**src/rtl/spr_pkg.sv**
```systemverilog
// Shared types, codes and constants for the status packet receiver.
package spr_pkg;

    localparam int MAX_VALUE_BYTES = 4;
    localparam int VALUE_BYTES     = 4;
    localparam int COUNT_W         = 17;
    localparam int CFG_INDEX_W     = 1;
    localparam int CFG_DATA_W      = 16;

    localparam logic [7:0]  HDR_FIRST    = 8'hFF;
    localparam logic [7:0]  HDR_THIRD    = 8'hFD;
    localparam logic [15:0] CRC_POLY     = 16'h8005;
    localparam logic [15:0] TIMEOUT_RST  = 16'd1000;
    localparam logic [2:0]  READ_LEN_RST = 3'd4;
    localparam logic [COUNT_W-1:0] HEADER_BYTES = COUNT_W'(7);
    localparam logic [COUNT_W-1:0] VALUE_OFFSET = COUNT_W'(9);
    localparam logic [15:0] MIN_LENGTH   = 16'd3;

    localparam logic [1:0] CMD_ARM  = 2'd0;
    localparam logic [1:0] CMD_BYTE = 2'd1;
    localparam logic [1:0] CMD_TICK = 2'd2;

    localparam logic [2:0] ST_OK         = 3'd0;
    localparam logic [2:0] ST_TIMEOUT    = 3'd1;
    localparam logic [2:0] ST_BAD_HEADER = 3'd2;
    localparam logic [2:0] ST_BAD_CRC    = 3'd3;
    localparam logic [2:0] ST_SHORT_LEN  = 3'd4;

    localparam logic [CFG_INDEX_W-1:0] CFG_TIMEOUT_TICKS = 1'b0;
    localparam logic [CFG_INDEX_W-1:0] CFG_READ_LENGTH   = 1'b1;

    typedef struct packed {
        logic [1:0] command;
        logic [7:0] rx_byte;
    } t_spr_in;

    typedef struct packed {
        logic [2:0]  status;
        logic [31:0] value;
    } t_spr_out;

endpackage

```
**src/rtl/status_packet_receiver.sv**
```systemverilog
// Top level of the status packet receiver: input register, packet state and result register.
//
//   channel | direction | handshake                | payload
//   in      | input     | i_in_valid / o_in_stall  | i_in_data  (t_spr_in)
//   out     | output    | o_out_valid / i_out_stall| o_out_data (t_spr_out)
//   cfg     | input     | i_cfg_we                 | i_cfg_index, i_cfg_wdata
//
// A beat is accepted every cycle unless o_in_stall is high; it waits in the input register
// until it is processed, and its status beat is registered before it reaches the output.
// The byte CRC update is combinational: one beat per cycle while the output is not stalled.
// A stalled output holds its beat; the input register keeps taking beats until it
// holds one that cannot move on, and only then is o_in_stall raised.
// Reset is synchronous and active low; it disarms the receiver and loads the
// register defaults (timeout 1000 ticks, four value bytes).
module status_packet_receiver
    import spr_pkg::*;
(
    input  logic                   i_clk,
    input  logic                   i_rst_n,
    input  logic                   i_in_valid,
    output logic                   o_in_stall,
    input  t_spr_in                i_in_data,
    output logic                   o_out_valid,
    input  logic                   i_out_stall,
    output t_spr_out               o_out_data,
    input  logic                   i_cfg_we,
    input  logic [CFG_INDEX_W-1:0] i_cfg_index,
    input  logic [CFG_DATA_W-1:0]  i_cfg_wdata
);

    logic               r_in_valid;
    t_spr_in            r_in;
    logic               r_out_valid;
    t_spr_out           r_out;

    logic [15:0]        r_timeout;
    logic [2:0]         r_read_len;

    logic               r_armed,      n_armed;
    logic [COUNT_W-1:0] r_count,      n_count;
    logic               r_hdr_ok,     n_hdr_ok;
    logic [15:0]        r_len,        n_len;
    logic [15:0]        r_crc,        n_crc;
    logic [15:0]        r_wait,       n_wait;
    logic [31:0]        r_value,      n_value;
    logic [7:0]         r_crc_low,    n_crc_low;

    logic               out_free;
    logic               advance;
    logic               in_take;
    logic               res_valid;
    t_spr_out           res;
    logic [15:0]        crc_next;
    logic [3:0]         eff_len;
    logic [COUNT_W-1:0] crc_end;

    assign out_free    = !r_out_valid || !i_out_stall;
    assign advance     = r_in_valid && out_free;
    assign o_in_stall  = r_in_valid && !out_free;
    assign in_take     = i_in_valid && !o_in_stall;
    assign o_out_valid = r_out_valid;
    assign o_out_data  = r_out;

    spr_crc_byte u_crc (
        .i_crc  (r_crc),
        .i_byte (r_in.rx_byte),
        .o_crc  (crc_next)
    );

    assign eff_len = ({1'b0, r_read_len} > 4'(MAX_VALUE_BYTES)) ?
                     4'(MAX_VALUE_BYTES) : {1'b0, r_read_len};
    // Index of the low CRC byte: length + 7 - 2.
    assign crc_end = {1'b0, r_len} + HEADER_BYTES - COUNT_W'(2);

    always_comb begin
        n_armed   = r_armed;
        n_count   = r_count;
        n_hdr_ok  = r_hdr_ok;
        n_len     = r_len;
        n_crc     = r_crc;
        n_wait    = r_wait;
        n_value   = r_value;
        n_crc_low = r_crc_low;
        res_valid = 1'b0;
        res       = '{status: ST_OK, value: 32'd0};

        if (advance) begin
            case (r_in.command)
                CMD_ARM: begin
                    n_armed   = 1'b1;
                    n_count   = '0;
                    n_hdr_ok  = 1'b1;
                    n_len     = '0;
                    n_crc     = '0;
                    n_wait    = '0;
                    n_value   = '0;
                    n_crc_low = '0;
                end
                CMD_BYTE: begin
                    if (r_armed) begin
                        n_wait = '0;
                        if (r_count == COUNT_W'(0) || r_count == COUNT_W'(1)) begin
                            if (r_in.rx_byte != HDR_FIRST) n_hdr_ok = 1'b0;
                        end else if (r_count == COUNT_W'(2)) begin
                            if (r_in.rx_byte != HDR_THIRD) n_hdr_ok = 1'b0;
                        end else if (r_count == COUNT_W'(5)) begin
                            n_len = {8'h00, r_in.rx_byte};
                        end else if (r_count == COUNT_W'(6)) begin
                            n_len = {r_in.rx_byte, r_len[7:0]};
                        end

                        for (int k = 0; k < VALUE_BYTES; k++) begin
                            if (r_count == VALUE_OFFSET + COUNT_W'(k) && 4'(k) < eff_len) begin
                                n_value[8*k +: 8] = r_value[8*k +: 8] | r_in.rx_byte;
                            end
                        end

                        if (r_count < HEADER_BYTES) begin
                            n_crc   = crc_next;
                            n_count = r_count + COUNT_W'(1);
                            if (r_count == HEADER_BYTES - COUNT_W'(1)) begin
                                if (!n_hdr_ok) begin
                                    res_valid  = 1'b1;
                                    res.status = ST_BAD_HEADER;
                                end else if (n_len < MIN_LENGTH) begin
                                    res_valid  = 1'b1;
                                    res.status = ST_SHORT_LEN;
                                end
                            end
                        end else if (r_count < crc_end) begin
                            n_crc   = crc_next;
                            n_count = r_count + COUNT_W'(1);
                        end else if (r_count == crc_end) begin
                            n_crc_low = r_in.rx_byte;
                            n_count   = r_count + COUNT_W'(1);
                        end else begin
                            res_valid = 1'b1;
                            if (r_crc_low == r_crc[7:0] && r_in.rx_byte == r_crc[15:8]) begin
                                res.status = ST_OK;
                                res.value  = n_value;
                            end else begin
                                res.status = ST_BAD_CRC;
                            end
                        end
                    end
                end
                CMD_TICK: begin
                    // The body is not timed: ticks count only while the header arrives.
                    if (r_armed && r_count < HEADER_BYTES) begin
                        if (r_wait >= r_timeout) begin
                            res_valid  = 1'b1;
                            res.status = ST_TIMEOUT;
                        end else begin
                            n_wait = r_wait + 16'd1;
                        end
                    end
                end
                default: begin
                end
            endcase
            if (res_valid) begin
                n_armed = 1'b0;
            end
        end
    end

    always_ff @(posedge i_clk) begin
        if (!i_rst_n) begin
            r_in_valid  <= 1'b0;
            r_out_valid <= 1'b0;
            r_timeout   <= TIMEOUT_RST;
            r_read_len  <= READ_LEN_RST;
            r_armed     <= 1'b0;
            r_count     <= '0;
            r_hdr_ok    <= 1'b1;
            r_len       <= '0;
            r_crc       <= '0;
            r_wait      <= '0;
            r_value     <= '0;
            r_crc_low   <= '0;
        end else begin
            if (in_take) begin
                r_in_valid <= 1'b1;
            end else if (advance) begin
                r_in_valid <= 1'b0;
            end

            if (advance && res_valid) begin
                r_out_valid <= 1'b1;
            end else if (!i_out_stall) begin
                r_out_valid <= 1'b0;
            end

            if (i_cfg_we) begin
                case (i_cfg_index)
                    CFG_TIMEOUT_TICKS: r_timeout  <= i_cfg_wdata;
                    CFG_READ_LENGTH:   r_read_len <= i_cfg_wdata[2:0];
                    default: begin
                    end
                endcase
            end

            r_armed   <= n_armed;
            r_count   <= n_count;
            r_hdr_ok  <= n_hdr_ok;
            r_len     <= n_len;
            r_crc     <= n_crc;
            r_wait    <= n_wait;
            r_value   <= n_value;
            r_crc_low <= n_crc_low;
        end
    end

    always_ff @(posedge i_clk) begin
        if (in_take) begin
            r_in <= i_in_data;
        end
        if (advance && res_valid) begin
            r_out <= res;
        end
    end

endmodule

```
**src/rtl/spr_crc_byte.sv**
```systemverilog
// One-byte update of the non-reflected CRC-16 with polynomial 0x8005.
module spr_crc_byte
    import spr_pkg::*;
(
    input  logic [15:0] i_crc,
    input  logic [7:0]  i_byte,
    output logic [15:0] o_crc
);

    always_comb begin
        logic [15:0] c;
        c = i_crc ^ {i_byte, 8'h00};
        for (int k = 0; k < 8; k++) begin
            if (c[15]) begin
                c = {c[14:0], 1'b0} ^ CRC_POLY;
            end else begin
                c = {c[14:0], 1'b0};
            end
        end
        o_crc = c;
    end

endmodule

```
**config.mk**
```make
export PLATFORM = sky130hd
export DESIGN_NAME = status_packet_receiver
export DESIGN_NICKNAME = d
export VERILOG_FILES = /design/src/rtl/spr_pkg.sv /design/src/rtl/status_packet_receiver.sv /design/src/rtl/spr_crc_byte.sv
export SDC_FILE = /design/constraint.sdc
export NUM_CORES = 1
export LEC_CHECK = 0
export ABC_CLOCK_PERIOD_IN_PS = 4580
export BUFFER_PORTS_ARGS = -buffer_cell sky130_fd_sc_hd__buf_4
export CAP_MARGIN = 20
export CORE_ASPECT_RATIO = 0.5
export CORE_MARGIN = 2
export CORE_UTILIZATION = 25
export CTS_BUF_LIST = sky130_fd_sc_hd__clkbuf_16
export CTS_CLUSTER_SIZE = 30
export DETAILED_ROUTE_END_ITERATION = 6
export PLACE_DENSITY = 0.49
export SYNTH_ARGS = -nofsm -noshare
export SYNTH_HDL_FRONTEND = slang
export SYNTH_HIERARCHICAL = 1
export SYNTH_SLANG_ARGS = --single-unit
```
**constraint.sdc**
```tcl
create_clock -name i_clk -period 4.58 [get_ports i_clk]
set_input_delay 0.916 -clock i_clk [delete_from_list [all_inputs] [get_ports i_clk]]
set_output_delay 0.916 -clock i_clk [all_outputs]
set_load 0.02 [all_outputs]
```
==> impl_metrics.json <==
{
  "finalHoldViolCount": 0,
  "final_core_util_pct": 30.1,
  "start_util_pct": 25.6,
  "die_width_um": 271,
  "slew_headroom_pct": 39.1,
  "grt_pass1_vias": 6914,
  "cts.sinks": 173,
  "die_area_um2": 37300,
  "ys_seq_area_share_pct": 43.9,
  "ant_nets": 0,
  "ys_seq_elements": 173,
  "dp_hpwl_um": 16200,
  "final_common_cell": "dfxtp_1",
  "p_leak_nw": 4.03,
  "worstHoldStart": "r_timeout[4]$_SDFFE_PN0P_",
  "viasPerCell": 4.78,
  "crit_start": "r_len[0]$_SDFFE_PN0P_",
  "ys_warn_count": 6,
  "finalSetupViolations": 0,
  "cts_hold_buf": 0,
  "num_rows": 48,
  "h-tree-depth": 4,
  "ir_worst_vdd_mv": 0.231,
  "cap_violations": 0,
  "drc": 0,
  "clk_pin_slew_ps": 70,
  "fin_area_um2": 10500,
  "worstSetupEndpointType": "flip-flop",
  "async_reset_ff_share_pct": 0,
  "drt_iter0_markers": 427,
  "clk_path_buf_depth": 2,
  "clk_latency_ps": 450,
  "ys.flop_type": "dfxtp_1",
  "syn_area_per_cell_um2": 9.19,
  "rrSetupSlack_ps": 630,
  "syn_inst": 970,
  "synth_top_area_cell": "dfxtp_1",
  "nFillCells": 3653,
  "antenna_cells": 0,
  "grt_pass1_wl_um": 37700,
  "post-route-period-util_pct": 86.2,
  "startpoint_type": "flip-flop",
  "clock_tree.root_cell": "clkbuf_16",
  "timing.final.max_slew_violations": 0,
  "syn_area_um2": 8910,
  "synth_edf_count": 45,
  "tritoncts": "yes",
  "port_buffers": 68,
  "antenna_found_initial": 0,
  "clock.fmax_mhz": 253,
  "cts_setup_buffers": 0,
  "worstSetupPathType": "flip-flop to flip-flop",
  "r2r_start": "r_len[0]$_SDFFE_PN0P_",
  "synthesis.nets": 1045,
  "place.gp.congestion": 0.873,
  "drt-pass1-iter-count": 5,
  "crit_required_ps": 4650,
  "grt_max_degree": 59,
  "final_nets": 1090,
  "hp-class": "flip-flop to flip-flop",
  "finalSetupTns_ps": 0,
  "pin_count": 69,
  "core_area_um2": 34800,
  "timing.final.crit_period_ps": 3950,
  "place_area_um2": 9880,
  "wl_per_cell_um": 15.6,
  "ys_types": 61,
  "power_density_nw_per_um2": 312,
  "regArea_um2": 3910,
  "yosysTopAreaCellShare_pct": 28.8,
  "reg2regPathDepth": 12,
  "die_h_um": 138,
  "grt-ovfl-total": 0,
  "cts_buffers": 17,
  "yosys-top-cells-area": "dfxtp_1 29%, edfxtp_1 15%, ha_1 6.0%, xor2_1 4.4%, a22oi_1 4.0%",
  "drive_gt1_share_pct": 12.0,
  "crit_fanout": 37,
  "cts.repair.resized": 0,
  "crit_arrival_ps": 4010,
  "tightest_slew_ps": 913,
  "status": "complete, no violations",
  "via_count": 7183,
  "syn2layout_area_growth_pct": 17.3,
  "rsz0062_at_grt": "false",
  "skew_ps": 14.3,
  "mostFrequentLayoutCells": "128 x dfxtp_1, 85 x buf_4, 84 x nand2_1",
  "hold_depth": 2,
  "totalWireLength_um": 23500,
  "multi_input_area_um2": 4620,
  "grtUsageTotal_pct": 13.0
}
==> synth_stat cells (6+ instances only) <==
cell,n
nor4_1,13
dfxtp_1,128
o211ai_1,13
or3_1,16
and3_1,30
nand2b_1,6
a22oi_1,48
mux2i_1,11
nand4_1,12
nand3_1,37
xor2_1,45
nand2_1,84
a21boi_0,14
o21a_1,20
clkbuf_1,47
a21o_1,8
nor2b_1,54
edfxtp_1,45
inv_1,31
o2111ai_1,9
nor3_1,8
buf_4,6
o21ai_0,24
xnor2_1,21
and4_1,6
ha_1,43
nor2_1,78
a21oi_1,64
==> critical path: stages, from the launching register on <==
cell     delay, ps
dfxtp_1        400
ha_1           260
nor2_1          70
nor3_1         340
nand2_1        120
xor2_1         160
ha_1           310
a21oi_1        160
o21a_1         130
inv_1           40
o31ai_1        580
a21oi_1        230
a211o_2        700
==> metal layers <==
layer	wire (µm)	track usage [%]	part of all wire (%)
met1	11400	16.9	49
met2	10700	21.1	46
met3	959	3.17	4.1
met4	400	4.42	1.7
met5	0	0	0
==> final cells by class <==
cell class	instances	area share, %
inverters	31	1.11
flip-flops and latches	173	37.4
clock inverters	14	1.16
clock buffers	18	4.31
repair buffers	85	6.10
multi-input cells	707	44.2
well taps	475	5.68
==> path summary, 6_finish.rpt <==
kind	to
min reg2reg	r_timeout[4]$_SDFFE_PN0P_
min	r_timeout[4]$_SDFFE_PN0P_
max	o_out_data[21]$_SDFFCE_PP0P_
max reg2reg	o_out_data[21]$_SDFFCE_PP0P_
==> metrics by stage <==
step,worst slack (ps),hold slack [ps],instances,power [mW]
3_5_place_dp,643,464,1471,1.87
3_3_place_gp,819,459,1471,1.87
4_1_cts,619,474,1503,3.31
6_report,631,471,1503,3.26
2_1_floorplan,1220,443,970,1.78
5_1_grt,330,499,1503,3.40
==> logic make-up after synthesis <==
kind of cell	after synthesis	synth area share, %
and+or+nand+nor	361	20.9
AOI/OAI and AO/OA	224	16.8
DFF	173	43.9
buffers and inverters	90	4.21
xor gates and xnor gates	68	6.92
adders and majority gates	43	6.04
muxes	11	1.24
==> report_power, final <==
part | switching (mW) | total (mW) | internal (mW)
Clock | 0.646 | 1.43 | 0.780
Combinational | 0.143 | 0.235 | 0.0926
Sequential | 0.0214 | 1.60 | 1.58
==> state kept, by name (all words and copies together), names as in the netlist, 8 cells and up <==
| name | count |
|---|---|
| r_wait | 16 |
| r_count | 17 |
| o_out_data | 35 |
| r_value | 32 |
| r_in | 10 |
| r_timeout | 16 |
| r_len | 16 |
| r_crc_low | 8 |
| r_crc | 16 |
(Power assumes the default switching activity.)
